--- config.mk ---
export PLATFORM = sky130hd
export DESIGN_NAME = pmst_ram
export DESIGN_NICKNAME = d
export VERILOG_FILES = /design/src/pmst_ram.sv
export SDC_FILE = /design/constraint.sdc
export NUM_CORES = 1
export LEC_CHECK = 0
export BUFFER_PORTS_ARGS = -buffer_cell sky130_fd_sc_hd__buf_2
export CAP_MARGIN = 20
export CORE_ASPECT_RATIO = 0.6
export CORE_MARGIN = 8
export CORE_UTILIZATION = 50
export CTS_BUF_LIST = sky130_fd_sc_hd__clkbuf_8
export DETAILED_ROUTE_END_ITERATION = 8
export PLACE_DENSITY_LB_ADDON = 0.15
export SLEW_MARGIN = 30
export SYNTH_ARGS = -nofsm -noshare
export SYNTH_HDL_FRONTEND = slang
export SYNTH_SLANG_ARGS = --single-unit
--- constraint.sdc ---
create_clock -name i_clk -period 2.8 [get_ports i_clk]
set_input_delay 0.56 -clock i_clk [delete_from_list [all_inputs] [get_ports i_clk]]
set_output_delay 0.56 -clock i_clk [all_outputs]
set_load 0.005 [all_outputs]
--- src/pmst_ram.sv ---
// Generic single-port RAM with registered read
`timescale 1ns / 1ps
module pmst_ram #(
    parameter int WIDTH = 8,
    parameter int DEPTH = 16
) (
    input  logic                             i_clk,
    input  logic                             i_we,
    input  logic                             i_re,
    input  logic [$clog2(DEPTH > 1 ? DEPTH : 2)-1:0] i_addr,
    input  logic [WIDTH-1:0]                 i_wdata,
    output logic [WIDTH-1:0]                 o_rdata
);
    logic [WIDTH-1:0] r_mem [DEPTH];
    logic [WIDTH-1:0] r_rdata;

    always_ff @(posedge i_clk) begin
        if (i_we) begin
            r_mem[i_addr] <= i_wdata;
        end
        if (i_re) begin
            r_rdata <= r_mem[i_addr];
        end
    end

    assign o_rdata = r_rdata;
endmodule

==> impl_results.html <==
<table>
<tr><th>Metric</th><th>Value</th></tr>
<tr><th colspan="2">Clock network</th></tr>
<tr><td>CTS clock-pin slew for the worst setup and hold paths</td><td>~0.070 ns</td></tr>
<tr><td>Post-CTS setup buffer count</td><td>0</td></tr>
<tr><td>Clock tree root buffer cell</td><td>sky130_fd_sc_hd__clkbuf_8</td></tr>
<tr><td>Worst skew pair latency</td><td>around 0.43 ns</td></tr>
<tr><td>Post-CTS sizing</td><td>0</td></tr>
<tr><td>Total CTS buffers</td><td>17</td></tr>
<tr><td>Clock Sink Count</td><td>about 140</td></tr>
<tr><td>Clk buf depth</td><td>2</td></tr>
<tr><td>Total number of H-tree levels</td><td>4</td></tr>
<tr><td>CTS hold repair buffers</td><td>0</td></tr>
<tr><td>TritonCTS clock tree</td><td>yes</td></tr>
<tr><th colspan="2">Cells and area</th></tr>
<tr><td>Final-stage net count</td><td>294</td></tr>
<tr><td>P&amp;R area growth vs syn</td><td>14.4%</td></tr>
<tr><td>Inserted Diodes</td><td>0</td></tr>
<tr><td>Most frequent cells in the layout</td><td>136 x sky130_fd_sc_hd__edfxtp_1, 32 x sky130_fd_sc_hd__mux4_2, 22 x sky130_fd_sc_hd__buf_2</td></tr>
<tr><td>Proportion of layout cells with a drive suffix above 1</td><td>between 30% and 40%</td></tr>
<tr><td>Most frequent standard cell in the layout excluding fill and tap cells</td><td>sky130_fd_sc_hd__edfxtp_1</td></tr>
<tr><td>Share of the core filled with cells</td><td>between 50 and 60%</td></tr>
<tr><th colspan="2">Yosys</th></tr>
<tr><td>Mapped Cells</td><td>230</td></tr>
<tr><td>Distinct cell type count of the synthesized netlist</td><td>17</td></tr>
<tr><td>Share of synthesized area occupied by flip-flops and latches</td><td>a little under 80%</td></tr>
<tr><td>Cell taking the most area after synthesis</td><td>sky130_fd_sc_hd__edfxtp_1</td></tr>
<tr><td>Mapped Area</td><td>5150 sq um</td></tr>
<tr><td>Top area cells in the synthesized netlist</td><td>sky130_fd_sc_hd__edfxtp_1 79%, sky130_fd_sc_hd__mux4_2 14%, sky130_fd_sc_hd__a22oi_1 2.3%</td></tr>
<tr><td>Portion of synthesized cell area occupied by the leading cell type</td><td>~79%</td></tr>
<tr><td>Synthesized Nets</td><td>245</td></tr>
<tr><td>Flip-flop and latch count after synthesis</td><td>136</td></tr>
<tr><td>YS warnings</td><td>0</td></tr>
<tr><td>Post-synthesis area per instance</td><td>between 20 and 25 sq um</td></tr>
<tr><th colspan="2">STA</th></tr>
<tr><td>Tightest slew margin relative to the limit</td><td>between 40% and 50%</td></tr>
<tr><td>Fin crit share</td><td>roughly two thirds</td></tr>
<tr><td>Final TNS setup</td><td>0 ns</td></tr>
<tr><td>Time the final worst path needs with I/O delays and setup</td><td>around 1.9 ns</td></tr>
<tr><td>Setup repair after global routing missed its margin</td><td>no</td></tr>
<tr><td>Worst Max-Slew Pin Slew</td><td>0.877 ns</td></tr>
<tr><td>Final Hold Slack</td><td>between 0.5 and 0.6 ns</td></tr>
<tr><td>Peak clock frequency supported by timing</td><td>around 0.54 GHz</td></tr>
<tr><td>Final hold violation count</td><td>0</td></tr>
<tr><td>Worst clock skew</td><td>approximately 0.014 ns</td></tr>
<tr><td>Final-report max-slew violation count</td><td>0</td></tr>
<tr><td># setup viols final</td><td>0</td></tr>
<tr><th colspan="2">Worst hold path</th></tr>
<tr><td>Start point of the worst hold path</td><td>i_re</td></tr>
<tr><td>HP Class</td><td>in -&gt; reg</td></tr>
<tr><td>Number of cells on the worst hold path</td><td>1</td></tr>
<tr><td>Worst hold path endpoint</td><td>o_rdata[2]</td></tr>
<tr><th colspan="2">Global routing</th></tr>
<tr><td>GRT Overall Usage</td><td>about 16%</td></tr>
<tr><td>Initial antenna violation count</td><td>0</td></tr>
<tr><td>Pin count of the biggest net entering global routing</td><td>29</td></tr>
<tr><td>Most used routing layer in global routing</td><td>met1</td></tr>
<tr><td>Global Route met2 Usage</td><td>~22%</td></tr>
<tr><td>Routing usage on met1</td><td>a little under a quarter</td></tr>
<tr><td>Wire length of the first global-routing pass</td><td>15400 um</td></tr>
<tr><td>Routing usage on met3</td><td>under 10%</td></tr>
<tr><td>Final global-route overflow total</td><td>0</td></tr>
<tr><td>Vias in the first global route</td><td>about 2600</td></tr>
<tr><th colspan="2">Die</th></tr>
<tr><td>Total Die Area</td><td>13900 sq um</td></tr>
<tr><td>Standard-cell row count</td><td>28</td></tr>
<tr><td>Die Wd</td><td>around 150 um</td></tr>
<tr><td>Vert. Die Dim</td><td>roughly 95 um</td></tr>
<tr><td>Area of the core</td><td>between 9000 and 10000 sq um</td></tr>
<tr><td>Number of I/O pins</td><td>23</td></tr>
<tr><td>Effective utilization at floorplan</td><td>51.7%</td></tr>
<tr><th colspan="2">Critical path</th></tr>
<tr><td>Data required time of the worst path</td><td>around 2.9 ns</td></tr>
<tr><td>Reg2Reg Depth</td><td>3</td></tr>
<tr><td>Critical R2R Capture</td><td>o_rdata[5]</td></tr>
<tr><td>CP arrival</td><td>~1.9 ns</td></tr>
<tr><td>Setup slack, reg-to-reg</td><td>around 1.3 ns</td></tr>
<tr><td>Type of element launching the critical path</td><td>primary input</td></tr>
<tr><td>Max Fanout on Critical Path</td><td>8</td></tr>
<tr><td>Critical Path Sink Type</td><td>flop</td></tr>
<tr><td>Critical setup path kind</td><td>in -&gt; reg</td></tr>
<tr><td>Launching point of the worst reg2reg path</td><td>r_mem[11][5]</td></tr>
<tr><th colspan="2">Route</th></tr>
<tr><td>Total number of vias</td><td>between 2000 and 2500</td></tr>
<tr><td>Number of nets still failing antenna checks after routing</td><td>0</td></tr>
<tr><td>DRC Markers</td><td>0</td></tr>
<tr><td>Post-detailed-route via-to-cell ratio</td><td>between 5 and 6</td></tr>
<tr><td>Detailed Route WL</td><td>about 10000 um</td></tr>
<tr><td>First DRT Iteration DRCs</td><td>about 200</td></tr>
<tr><td>Routed length per instance</td><td>~24 um</td></tr>
<tr><td>DR pass1 iterations</td><td>4</td></tr>
<tr><th colspan="2">Placed design</th></tr>
<tr><td>Final HPWL from detailed placement</td><td>around 6600 um</td></tr>
<tr><td>Last weighted congestion value of the routability-driven placer</td><td>about 0.77</td></tr>
<tr><td>Port Buffers</td><td>22</td></tr>
<tr><th colspan="2">Power and ir drop</th></tr>
<tr><td>Leakage power of the design</td><td>between 1.5 and 2 nW</td></tr>
<tr><td>Power density relative to cell area</td><td>approximately 700 nW/um^2</td></tr>
<tr><td>Maximum ir drop on the vdd rail</td><td>roughly 0.33 mV</td></tr>
<tr><td>Power after layout</td><td>approximately 4.0 mW</td></tr>
<tr><th colspan="2">Outcome</th></tr>
<tr><td>Run status</td><td>finished clean</td></tr>
<tr><th colspan="2">Run</th></tr>
<tr><td>Max-capacitance violation count</td><td>0</td></tr>
</table>
## critical path: stages
cell	delay, ns
sky130_fd_sc_hd__buf_2	0.14
sky130_fd_sc_hd__or3b_2	0.52
sky130_fd_sc_hd__nor2_1	0.69
## cells by family (layout without fill, tap and decap cells)
group	count (synthesis)	in the layout	share of synthesized area (%)
AOI/OAI and AO/OA	16	16	2.33
buffers and inverters	11	72	1.17
and+or+nand+nor	35	35	3.16
muxes	32	32	14.0
DFF	136	136	79.3
## metrics by stage
stage          area [sq um]  std cells  setup WS (ns)
2_1_floorplan          5150        230          0.747
3_5_place_dp           5520        395          0.483
4_1_cts                5890        426          0.958
5_1_grt                5890        426          0.832
6_report               5890        426          0.941
3_3_place_gp           5520        395          0.478
## how the worst max path moves through the flow
stage / cells after the start / from / slack [ns] / end
after floorplan: 2 / i_addr[2] / 0.75 / r_mem[0][0]
after CTS: 5 / i_addr[1] / 0.96 / o_rdata[0]
after global routing: 5 / i_addr[0] / 0.83 / o_rdata[7]
final: 3 / i_addr[2] / 0.94 / r_mem[1][4]
after global placement: 5 / i_addr[1] / 0.48 / o_rdata[0]
after detailed placement: 5 / i_addr[1] / 0.48 / o_rdata[0]
## layout make-up
| class | instances | area, sq um |
|---|---|---|
| tap | 135 | 169 |
| clock inverter | 14 | 135 |
| multi-input combinational | 83 | 1000 |
| clock buffer | 17 | 234 |
| fill | 727 | 4060 |
| timing repair buffer | 41 | 265 |
| sequential | 136 | 4080 |
## metal layers
| layer | vias to the layer above | wire [um] |
|---|---|---|
| li1 | 1067 | - |
| met1 | 1258 | 4560 |
| met2 | 88 | 4430 |
| met3 | 8 | 979 |
| met4 | 0 | 59 |
| met5 | - | 0 |
## synthesized netlist by cell type, drive strengths merged
cell and n:
nor2 13, nand2 9, nor3 4, edfxtp 136, a22oi 16, buf 8, nand2b 2, nand3b 2
nand3 1, and2 1, or3b 1, nor2b 2, clkbuf 3, mux4 32
## power breakdown
group | internal (mW) | switching (mW) | leakage (nW)
sequential | 2.29 | 0.0107 | 1.24
clock | 0.776 | 0.721 | 0.192
combinational | 0.0883 | 0.124 | 0.501
total | 3.16 | 0.856 | 1.93
## sequential cells by signal, summed over array words and instances (netlist names)
register and cells:
o_rdata 8, r_mem 128
No activity file was read; power rests on OpenSTA's default activity.
