[config.mk]
export PLATFORM = sky130hd
export DESIGN_NAME = pmst_cell
export DESIGN_NICKNAME = d
export VERILOG_FILES = /design/src/pmst_pkg.sv /design/src/pmst_cell.sv
export SDC_FILE = /design/constraint.sdc
export NUM_CORES = 1
export LEC_CHECK = 0
export ABC_AREA = 1
export BUFFER_PORTS_ARGS = -buffer_cell sky130_fd_sc_hd__buf_2
export CAP_MARGIN = 0
export CORE_MARGIN = 2
export CORE_UTILIZATION = 47
export DETAILED_ROUTE_END_ITERATION = 8
export GPL_TIMING_DRIVEN = 0
export PLACE_DENSITY_LB_ADDON = 0.12
export RECOVER_POWER = 50
export REMOVE_ABC_BUFFERS = 1
export SYNTH_ARGS = -nofsm -noshare
export SYNTH_HDL_FRONTEND = slang
export SYNTH_SLANG_ARGS = --single-unit
[constraint.sdc]
create_clock -name i_clk -period 3 [get_ports i_clk]
set_input_delay 0 -clock i_clk [delete_from_list [all_inputs] [get_ports i_clk]]
set_output_delay 0 -clock i_clk [all_outputs]
set_load 0.01 [all_outputs]
[src/pmst_pkg.sv]
// Package: constants and types for the spanning tree weight block
`timescale 1ns / 1ps
package pmst_pkg;
    localparam int MAX_VERTICES = 64;
    localparam int MAX_EDGES    = 256;
    localparam int WEIGHT_BITS  = 16;

    localparam int VIDX_W = (MAX_VERTICES > 1) ? $clog2(MAX_VERTICES) : 1;
    localparam int CNT_W  = $clog2(MAX_VERTICES + 1);
    localparam int EIDX_W = (MAX_EDGES > 1) ? $clog2(MAX_EDGES) : 1;
    localparam int ECNT_W = $clog2(MAX_EDGES + 1);
    localparam int FLD_W  = 6;
    localparam int CFG_W  = 7;
    localparam int SUM_W  = 32;
    localparam int EDGE_W = 2 * FLD_W + WEIGHT_BITS;

    typedef enum logic [1:0] {
        MODE_CLEAR   = 2'd0,
        MODE_ADD     = 2'd1,
        MODE_COMPUTE = 2'd2,
        MODE_NONE    = 2'd3
    } t_mode;

    typedef enum logic [1:0] {
        ST_OK      = 2'd0,
        ST_FULL    = 2'd1,
        ST_BAD_IDX = 2'd2,
        ST_RSVD    = 2'd3
    } t_status;

    typedef struct packed {
        logic                          found;
        logic signed [WEIGHT_BITS-1:0] weight;
        logic [VIDX_W-1:0]             idx;
    } t_token;

    typedef struct packed {
        logic                          init;
        logic                          scan;
        logic                          visit;
        logic [VIDX_W-1:0]             visit_idx;
        logic                          upd;
        logic [VIDX_W-1:0]             upd_idx;
        logic signed [WEIGHT_BITS-1:0] upd_w;
    } t_cell_ctrl;
endpackage

[src/pmst_cell.sv]
// Vertex cell: visited mark, best weight, and one stage of the min-search chain
`timescale 1ns / 1ps
module pmst_cell (
    input  logic                  i_clk,
    input  logic                  i_rst_n,
    input  logic [pmst_pkg::VIDX_W-1:0] i_idx,
    input  pmst_pkg::t_cell_ctrl  i_ctrl,
    input  pmst_pkg::t_token      i_tok,
    output pmst_pkg::t_token      o_tok
);
    import pmst_pkg::*;

    logic                          r_visited;
    logic                          r_valid;
    logic signed [WEIGHT_BITS-1:0] r_best;
    t_token                        r_tok;
    t_token                        n_tok;
    logic                          eligible;

    assign eligible = r_valid && !r_visited;

    always_comb begin
        n_tok = i_tok;
        if (eligible && (!i_tok.found || r_best < i_tok.weight)) begin
            n_tok.found  = 1'b1;
            n_tok.weight = r_best;
            n_tok.idx    = i_idx;
        end
    end

    always_ff @(posedge i_clk) begin
        if (!i_rst_n) begin
            r_visited <= 1'b0;
            r_valid   <= 1'b0;
            r_tok     <= '0;
        end else begin
            if (i_ctrl.init) begin
                r_visited <= 1'b0;
                r_valid   <= (i_idx == '0);
                r_best    <= '0;
            end
            if (i_ctrl.visit && i_ctrl.visit_idx == i_idx) begin
                r_visited <= 1'b1;
            end
            if (i_ctrl.upd && i_ctrl.upd_idx == i_idx && !r_visited &&
                (!r_valid || i_ctrl.upd_w < r_best)) begin
                r_valid <= 1'b1;
                r_best  <= i_ctrl.upd_w;
            end
            if (i_ctrl.scan) begin
                r_tok <= n_tok;
            end
        end
    end

    assign o_tok = r_tok;
endmodule

==> results of run 1 <==
[power by group through the flow]
stage               clock [mW]  combinational (mW)  sequential, mW
finish                   0.400               0.242           0.610
global route             0.430               0.279           0.612
CTS                      0.415               0.247           0.609
detailed placement           0               0.243           0.622
global placement             0               0.236           0.622
floorplan                    0               0.127           0.630
[cells in the final DEF, fill, tap and decap left out, types with 2 or more instances in the layout]
| cell | instances |
|---|---|
| a21oi_1 | 30 |
| a21oi_2 | 8 |
| buf_2 | 61 |
| clkbuf_1 | 24 |
| clkbuf_8 | 7 |
| dfxtp_1 | 25 |
| dlygate4sd3_1 | 2 |
| edfxtp_1 | 16 |
| ha_1 | 30 |
| inv_1 | 68 |
| inv_2 | 8 |
| nand2_1 | 75 |
| nand3_1 | 50 |
| nand4_1 | 2 |
| nor2_1 | 24 |
| nor3_1 | 5 |
| o21ai_0 | 5 |
| o21ai_1 | 5 |
| o22ai_1 | 2 |
[cell families after synthesis]
kind of cell | after synthesis | share of synthesized area
AND/OR/NAND/NOR | 161 | 0.2517
buffers and inverters | 90 | 0.1308
AO/OA/AOI/OAI | 59 | 0.1272
flip-flops | 41 | 0.3524
adder cells (fa/ha/maj) | 30 | 0.1348
XOR/XNOR | 1 | 0.003147
[area by class of cell]
class | count | area (µm²)
Tap cell | 75 | 93.84
Timing Repair Buffer | 90 | 461.7
Sequential cell | 41 | 980.9
Clock inverter | 1 | 5.005
Fill cell | 600 | 2434
Multi-Input combinational cell | 251 | 1455
Clock buffer | 7 | 96.34
Inverter | 77 | 289.0
[metrics by stage]
| step | area (µm²) | utilization | TNS, ns | power (mW) | hold slack, ns |
|---|---|---|---|---|---|
| finish | 3382 | 0.5815 | 0 | 1.252 | 0.02121 |
| global route | 3382 | 0.5815 | 0 | 1.321 | 0.03876 |
| CTS | 3395 | 0.5837 | 0 | 1.271 | 0.01576 |
| detailed placement | 3273 | 0.5628 | 0 | 0.8652 | 0.2689 |
| global placement | 3228 | 0.5551 | -10.68 | 0.8580 | 0.2656 |
| floorplan | 2709 | - | 0 | 0.7570 | 0.1246 |
[worst register-to-register path: stages, from the launching register on]
cell	delay [ns]
edfxtp_1	0.36
inv_1	0.07
ha_1	0.33
nand2_1	0.06
inv_1	0.07
nand3_1	0.10
nor3_1	0.23
o21ai_0	0.18
nand2_1	0.09
nand2_1	0.05
nand3_1	0.07
nand2_2	0.28
a21oi_4	0.27
buf_4	0.21
[registers in the layout (all words and copies together) (netlist names)]
| register | flops |
|---|---|
| o_tok | 23 |
| r_best | 16 |
| r_valid | 1 |
| r_visited | 1 |
[routing by layer]
layer | part of all wire | vias up | track usage
met5 | 0 | - | 0
met4 | 0.0077 | 0 | 0.05593
met3 | 0.043 | 5 | 0.03556
met2 | 0.49 | 58 | 0.3851
met1 | 0.46 | 1219 | 0.2776
li1 | - | 1421 | -
[path summary, 6_finish.rpt]
kind         startpoint    endpoint  slack [ns]
max          r_best[15]   r_best[9]        0.34
min          i_ctrl[12]  r_best[12]        0.02
max reg2reg  r_best[15]   r_best[9]        0.34
min reg2reg   o_tok[14]   o_tok[14]        0.47
[what timing repair did]
action,in CTS,in global routing
endpoints found under the setup margin,0,36
gates resized for setup,0,2
setup buffers,0,1
endpoints found under the hold margin,1,0
hold buffers,2,0
==> flow_summary.ini, run 1 <==
[status]
status = complete, no violations

[sta]
finalClockSkew_ns = 0.007939
max_freq_mhz = 376.6
tightest_slew_ns = 1.064
setup_ws_ns = 0.3445
period_minus_slack_ns = 2.656
fin_crit_sh = 0.8852
slew_headroom = 0.2898
setup_viol = 0
finalHoldViolations = 0
finalMaxSlewViolations = 0
grt_setup_unrepaired = no

[synthesis]
synth_cell_types = 34
ys_async_sr_fraction = 0
ys_seq_area_frac = 0.3524
synth.largest_area_cell = dfxtp_1
synthTopCellsByCount = nand2_1, inv_1, nand3_1
synth_cells = 382
synth_top_area_share = 0.1798
synthFlopType = dfxtp_1
ys_warn_count = 0
synth_edf_count = 16
synth-seq-cells = 41
synth_most_common_cell = nand2_1
avgSynthCellArea_um2 = 7.288
syn_area_um2 = 2784
yosys-top-cells-area = dfxtp_1, edfxtp_1, ha_1, nand2_1, inv_1

[worst_setup_path]
critPathBufInv = 3
cp_num_cells = 13
cp_cell_sequence = inv_1 > ha_1 > nand2_1 > inv_1 > nand3_1 > nor3_1 > o21ai_0 > nand2_1 > nand2_1 > nand3_1 > nand2_2 > a21oi_4 > buf_4
path_common_cell = nand2_1
crit_required_ns = 3.00
cp-start-kind = flop
worstRegToRegCells = 13
path_class = reg2reg
max_stage_delay_ns = 0.36
cp.arrival_ns = 2.66
cp_top_family = simple AND/OR/NAND/NOR gates
setup.worst_path.end_class = flop
crit_slowest_cell = edfxtp_1
crit_path_max_fanout = 18

[die]
io_pins = 86
die_x_um = 80.96
rows = 28
coreArea_um2 = 5816
die_y_um = 80.96
initial_core_util = 0.4787
dieArea_um2 = 6555

[routing]
drc = 0
drt_iter0_drc = 109
routedWlPerCell_um = 12.67
final_antenna_net_count = 0
via_per_inst = 4.987
dr.pass1.iters = 4
wirelength_um = 6869
vias = 2703

[placement]
io_buffers = 85
dpl.cell_count = 531
gp_congestion = 0.8387
post-place-ws_ns = 0.09427
hpwl_um = 5069

[power_and_ir_drop]
p_comb_frac = 0.194
power_switching_mw = 0.3463
vdd_drop_max_v = 0.0001831
pwr-share-clk = 0.319
leakage_nw = 1.728
power.density_nw_per_um2 = 370.1
p_seq_frac = 0.487
switching_share = 0.2766
p_int_mw = 0.9055

[clock_network]
numCtsBuffers = 5
clockRootBuffer = clkbuf_8
htreeDepth = 2
insertion_delay_ns = 0.29
clock-sinks = 41
clk_pin_slew_worst_paths_ns = 0.08
clockBufferDepth = 2
tritoncts = built

[hold_path]
whs_path_depth = 3
hp-class = in2reg

[global_routing]
grt_max_degree = 26
overflow = 0
grt_pass1_vias = 2522
track_usage = 0.2185
antenna_found_initial = 0
grt_pass1_wl_um = 11150

[cells_and_area]
diodes = 0
drive_gt1_frac = 0.1991
finalNetCount = 559
finish.cell_count_without_fillers = 542
syn_to_final_growth_pct = 21.48

[run]
maxCapViolCount = 0
Power figures use the tool's default switching activity.
==> inputs of run 2 (changes only) <==
--- a/config.mk
+++ b/config.mk
@@ -8,12 +8,13 @@
 export ABC_AREA = 1
 export BUFFER_PORTS_ARGS = -buffer_cell sky130_fd_sc_hd__buf_2
 export CAP_MARGIN = 0
+export CELL_PAD_IN_SITES_DETAIL_PLACEMENT = 0
+export CELL_PAD_IN_SITES_GLOBAL_PLACEMENT = 2
 export CORE_MARGIN = 2
-export CORE_UTILIZATION = 47
+export CORE_UTILIZATION = 28
 export DETAILED_ROUTE_END_ITERATION = 8
 export GPL_TIMING_DRIVEN = 0
 export PLACE_DENSITY_LB_ADDON = 0.12
-export RECOVER_POWER = 50
 export REMOVE_ABC_BUFFERS = 1
 export SYNTH_ARGS = -nofsm -noshare
 export SYNTH_HDL_FRONTEND = slang
==> run 2 against run 1 <==
Against the previous run:
- setup slack improved by 0.027 ns
- sequential share of layout area fell by 0.75 points
- via count fell by 1.2%
- highest routed layer unchanged
- global-route usage fell by 6.1 points
- non-clock buffer count did not move
- largest power group unchanged
- die area rose by 64%
- wire length rose by 19%
- core utilization fell by 22 points
- largest cell class unchanged
- final area rose by 2.7%
- clock skew rose by 0.0069 ns
- sequential power barely moved
- fmax rose by 1.0%
==> flow_summary.ini, run 2 (synthesis gave the netlist of run 1 again) <==
[status]
status = complete, no violations

[worst_setup_path]
reg2reg_slack_ns = 0.37
critPathLaunch = r_best[15]
path_class = reg2reg
crit_required_ns = 3.01
regToRegEndpoint = r_best[10]
cp.arrival_ns = 2.64
reg2reg_from = r_best[15]
worstRegToRegCells = 13
cp-start-kind = flop
setup.worst_path.end_class = flop
crit_path_max_fanout = 18

[sta]
fin_crit_sh = 0.8761
finalMaxSlewViolations = 0
grt_setup_unrepaired = no
setup_ws_ns = 0.3716
tightest_slew_ns = 1.117
finalHoldViolations = 0
max_freq_mhz = 380.5
setup_viol = 0
fin_setup_tns_ns = 0
holdWs_ns = 0.01900
finalClockSkew_ns = 0.01486
slew_headroom = 0.2543
period_minus_slack_ns = 2.628

[power_and_ir_drop]
power.density_nw_per_um2 = 356.0
leakage_nw = 1.802
vdd_drop_max_v = 0.0001534
power_mw = 1.236

[cells_and_area]
drive_gt1_frac = 0.2527
finalNetCount = 559
seq_area_um2 = 980.9
final_common_cell = buf_2
finish.cell_count_without_fillers = 600
nFillCells = 1098
largest_reg_flops = 23
syn_to_final_growth_pct = 24.72
multi_input_area_um2 = 1474
diodes = 0
mostFrequentLayoutCells = buf_2, nand2_1, inv_1

[routing]
drt_iter0_drc = 81
routedWlPerCell_um = 13.59
vias = 2671
via_per_inst = 4.452
final_antenna_net_count = 0
drc = 0
wirelength_um = 8151
dr.pass1.iters = 4

[placement]
post-place-ws_ns = -0.004611
gp_congestion = 0.7702
hpwl_um = 6015
io_buffers = 85
dpl.cell_count = 589

[hold_path]
whs_path_depth = 3
min_to = r_best[11]
hp-class = in2reg
worstHoldStart = i_ctrl[11]

[die]
io_pins = 86
initial_core_util = 0.2861
rows = 36
dieArea_um2 = 10760
coreArea_um2 = 9729
die_x_um = 103.7
die_y_um = 103.7

[global_routing]
use_met2 = 0.2739
grt_pass1_wl_um = 13680
track_usage = 0.1576
grt_busiest_layer = met2
grt_max_degree = 26
use_met3 = 0.02706
antenna_found_initial = 0
met1_usage = 0.2063
grt_pass1_vias = 2743
overflow = 0

[clock_network]
htreeDepth = 2
tritoncts = built
numCtsBuffers = 5
clk_pin_slew_worst_paths_ns = 0.09
clock-sinks = 41
clockRootBuffer = clkbuf_8
insertion_delay_ns = 0.30
clockBufferDepth = 2

[run]
maxCapViolCount = 0
run 2: critical path: stages, from the launching register on:
cell,delay [ns]
edfxtp_1,0.37
inv_1,0.07
ha_1,0.33
nand2_1,0.08
inv_2,0.05
nand3_1,0.10
nor3_1,0.22
o21ai_1,0.14
nand2_1,0.08
nand2_1,0.05
nand3_1,0.08
nand2_2,0.28
a21oi_4,0.26
buf_4,0.22
run 2: worst max-delay path by stage:
| stage | cells past startpoint | end |
|---|---|---|
| 2_1_floorplan | 11 | r_best[0] |
| 3_3_place_gp | 12 | r_best[8] |
| 3_5_place_dp | 13 | o_tok[16] |
| 4_1_cts | 13 | o_tok[16] |
| 5_1_grt | 13 | r_best[10] |
| 6_report | 13 | r_best[10] |
run 2: what timing repair did:
action | in CTS | in global routing
hold buffers | 2 | 0
pin swaps | 0 | 1
endpoints found under the hold margin | 1 | 0
setup endpoints to repair | 10 | 30
setup buffers | 0 | 1
gates cloned | 0 | 0
resized for setup | 2 | 2
run 2: power by group:
part / total (mW) / internal [mW] / switching, mW
logic: 0.255 / 0.104 / 0.151
clock network: 0.372 / 0.162 / 0.210
registers: 0.609 / 0.599 / 0.00998
run 2: area by class of cell:
cell class	instances	share of cell area
Clock buffer	6	0.02090
Clock inverter	2	0.002883
Inverter	77	0.08324
Multi-Input combinational cell	251	0.4245
Sequential cell	41	0.2825
Tap cell	133	0.04793
Timing Repair Buffer	90	0.1380
run 2: per-stage QoR:
| stage | cell area (µm²) | utilization |
|---|---|---|
| global route | 3472 | 0.3569 |
| detailed placement | 3333 | 0.3426 |
| global placement | 3301 | 0.3392 |
| finish | 3472 | 0.3569 |
| CTS | 3448 | 0.3544 |
| floorplan | 2709 | - |
run 2: per-layer routing:
layer | part of all wire | up-vias
met5 | 0 | -
met3 | 0.033 | 7
met2 | 0.46 | 53
li1 | - | 1417
met1 | 0.50 | 1194
met4 | 0.0077 | 0
==> inputs of run 3 (changes only) <==
--- a/config.mk
+++ b/config.mk
@@ -6,13 +6,13 @@
 export NUM_CORES = 1
 export LEC_CHECK = 0
 export ABC_AREA = 1
-export BUFFER_PORTS_ARGS = -buffer_cell sky130_fd_sc_hd__buf_2
 export CAP_MARGIN = 0
 export CELL_PAD_IN_SITES_DETAIL_PLACEMENT = 0
 export CELL_PAD_IN_SITES_GLOBAL_PLACEMENT = 2
 export CORE_MARGIN = 2
-export CORE_UTILIZATION = 28
+export CORE_UTILIZATION = 34
 export DETAILED_ROUTE_END_ITERATION = 8
+export DONT_BUFFER_PORTS = 1
 export GPL_TIMING_DRIVEN = 0
 export PLACE_DENSITY_LB_ADDON = 0.12
 export REMOVE_ABC_BUFFERS = 1
==> run 3 against run 2 <==
Against the previous run:
- clock power up 7.3%
- critical path type unchanged
- die area down 17%
- final area up 0.29%
- fmax down 3.2%
- via count down 3.4%
- critical path depth unchanged
- highest routed layer unchanged
- clock skew down 0.0061 ns
- largest power group unchanged
- setup slack worse by 0.087 ns
- largest cell class unchanged
- worst hold slack worse by 0.014 ns
==> flow_summary.ini, run 3 (synthesis gave the netlist of run 1 again) <==
[status]
status = complete, no violations

[cells_and_area]
finalNetCount = 518
final_common_cell = nand2_1
largest_reg_flops = 23
design_area_um2 = 3482
diodes = 0
nFillCells = 871
syn_to_final_growth_pct = 25.08
drive_gt1_frac = 0.07746
mostFrequentLayoutCells = nand2_1, inv_1, nand3_1

[die]
die_x_um = 94.49
coreArea_um2 = 8093
rows = 33
die_y_um = 94.49
dieArea_um2 = 8927
io_pins = 86
initial_core_util = 0.3440

[worst_setup_path]
reg2reg_from = r_best[15]
regToRegEndpoint = r_best[9]
crit_path_max_fanout = 18
path_common_cell = nand2_1
crit_slowest_cell = edfxtp_1
max_stage_delay_ns = 0.37
setup.worst_path.end_class = flop
cp.arrival_ns = 2.73
cp-start-kind = flop
reg2reg_slack_ns = 0.29
cp_cell_sequence = inv_1 > ha_1 > nand2_1 > inv_2 > nand3_1 > nor3_1 > o21ai_1 > nand2_1 > nand2_1 > nand3_1 > nand2_2 > a21oi_4 > buf_8
critPathBufInv = 3
path_class = reg2reg
worstRegToRegCells = 13
cp_top_family = simple AND/OR/NAND/NOR gates
crit_required_ns = 3.02

[clock_network]
tritoncts = built
insertion_delay_ns = 0.30
clockRootBuffer = clkbuf_8
clock-sinks = 41
clockBufferDepth = 2
numCtsBuffers = 5
htreeDepth = 2
clk_pin_slew_worst_paths_ns = 0.09

[placement]
dpl_cell_area_um2 = 2889
hpwl_um = 5514
gp_congestion = 0.7145
post-place-ws_ns = -0.1168
io_buffers = 0

[sta]
fin_crit_sh = 0.9050
period_minus_slack_ns = 2.715
holdWs_ns = 0.005267
slew_headroom = 0.2350
grt_setup_unrepaired = no
setup_viol = 0
setup_ws_ns = 0.2850
finalMaxSlewViolations = 0
finalClockSkew_ns = 0.008738
tightest_slew_ns = 1.146
max_freq_mhz = 368.3
finalHoldViolations = 0

[power_and_ir_drop]
power.density_nw_per_um2 = 357.7
power_switching_mw = 0.3598
p_comb_frac = 0.181
switching_share = 0.2888
p_int_mw = 0.8858
leakage_nw = 1.636
pwr-share-clk = 0.320
p_seq_frac = 0.499
vdd_drop_max_v = 0.0001700

[routing]
vias = 2580
wirelength_um = 8018
drc = 0
routedWlPerCell_um = 15.10
drt_iter0_drc = 82
final_antenna_net_count = 0
via_per_inst = 4.859
dr.pass1.iters = 5

[hold_path]
worstHoldStart = i_tok[15]
min_to = o_tok[15]
whs_path_depth = 4
hp-class = in2reg

[global_routing]
track_usage = 0.1836
antenna_found_initial = 0
grt_pass1_vias = 2537
grt_pass1_wl_um = 12490
overflow = 0
grt_max_degree = 26

[run]
maxCapViolCount = 0
-- run 3: worst register-to-register path, cell delays in order (launching register included) --
cell	delay [ns]
edfxtp_1	0.37
inv_1	0.06
ha_1	0.34
nand2_1	0.08
inv_2	0.06
nand3_1	0.10
nor3_1	0.25
o21ai_1	0.16
nand2_1	0.09
nand2_1	0.05
nand3_1	0.07
nand2_2	0.29
a21oi_4	0.33
buf_8	0.19
-- run 3: what timing repair did --
action / in CTS / in global routing
hold endpoints to repair: 41 / 0
hold buffers: 46 / 0
buffers inserted: 0 / 1
gates resized for setup: 1 / 2
endpoints found under the setup margin: 9 / 31
cloned: 0 / 0
pin swaps: 0 / 1
-- run 3: layer usage --
| layer | share of wire | up-vias | global-route usage |
|---|---|---|---|
| li1 | - | 1334 | - |
| met2 | 0.50 | 53 | 0.3298 |
| met1 | 0.44 | 1189 | 0.2229 |
| met5 | 0 | - | 0 |
| met3 | 0.048 | 4 | 0.03911 |
| met4 | 0.0057 | 0 | 0.04589 |
-- run 3: worst max path at each step --
stage,from,to,slack (ns),cells after the start
2_1_floorplan,r_best[15],r_best[0],0.32,11
3_3_place_gp,r_best[15],r_best[6],-0.90,12
3_5_place_dp,r_best[15],r_best[6],-0.12,13
4_1_cts,r_best[15],r_best[9],0.05,13
5_1_grt,r_best[15],r_best[9],0.02,13
6_report,r_best[15],r_best[9],0.29,13
-- run 3: area by class of cell --
| cell class | count | area (µm²) | share of cell area |
|---|---|---|---|
| clock inverters | 2 | 8.758 | 0.002515 |
| well taps | 105 | 131.4 | 0.03773 |
| clock buffers | 6 | 82.58 | 0.02372 |
| repair buffers | 49 | 523.0 | 0.1502 |
| multi-input cells | 251 | 1466 | 0.4211 |
| flip-flops and latches | 41 | 980.9 | 0.2817 |
| inverters | 77 | 289.0 | 0.08300 |
-- run 3: stage by stage --
step           TNS, ns  instances  total power [mW]  utilization
2_1_floorplan        0        369            0.7570            -
3_3_place_gp    -16.58        474            0.7973       0.3510
3_5_place_dp    -1.044        476            0.8041       0.3570
4_1_cts              0        530             1.258       0.4261
5_1_grt              0        531             1.315       0.4303
6_report             0        531             1.246       0.4303
-- run 3: power groups by stage --
stage / clock network, mW / logic, mW / registers (mW)
6_report: 0.399 / 0.226 / 0.621
5_1_grt: 0.432 / 0.258 / 0.625
4_1_cts: 0.412 / 0.224 / 0.622
3_5_place_dp: 0 / 0.169 / 0.635
3_3_place_gp: 0 / 0.163 / 0.635
2_1_floorplan: 0 / 0.127 / 0.630
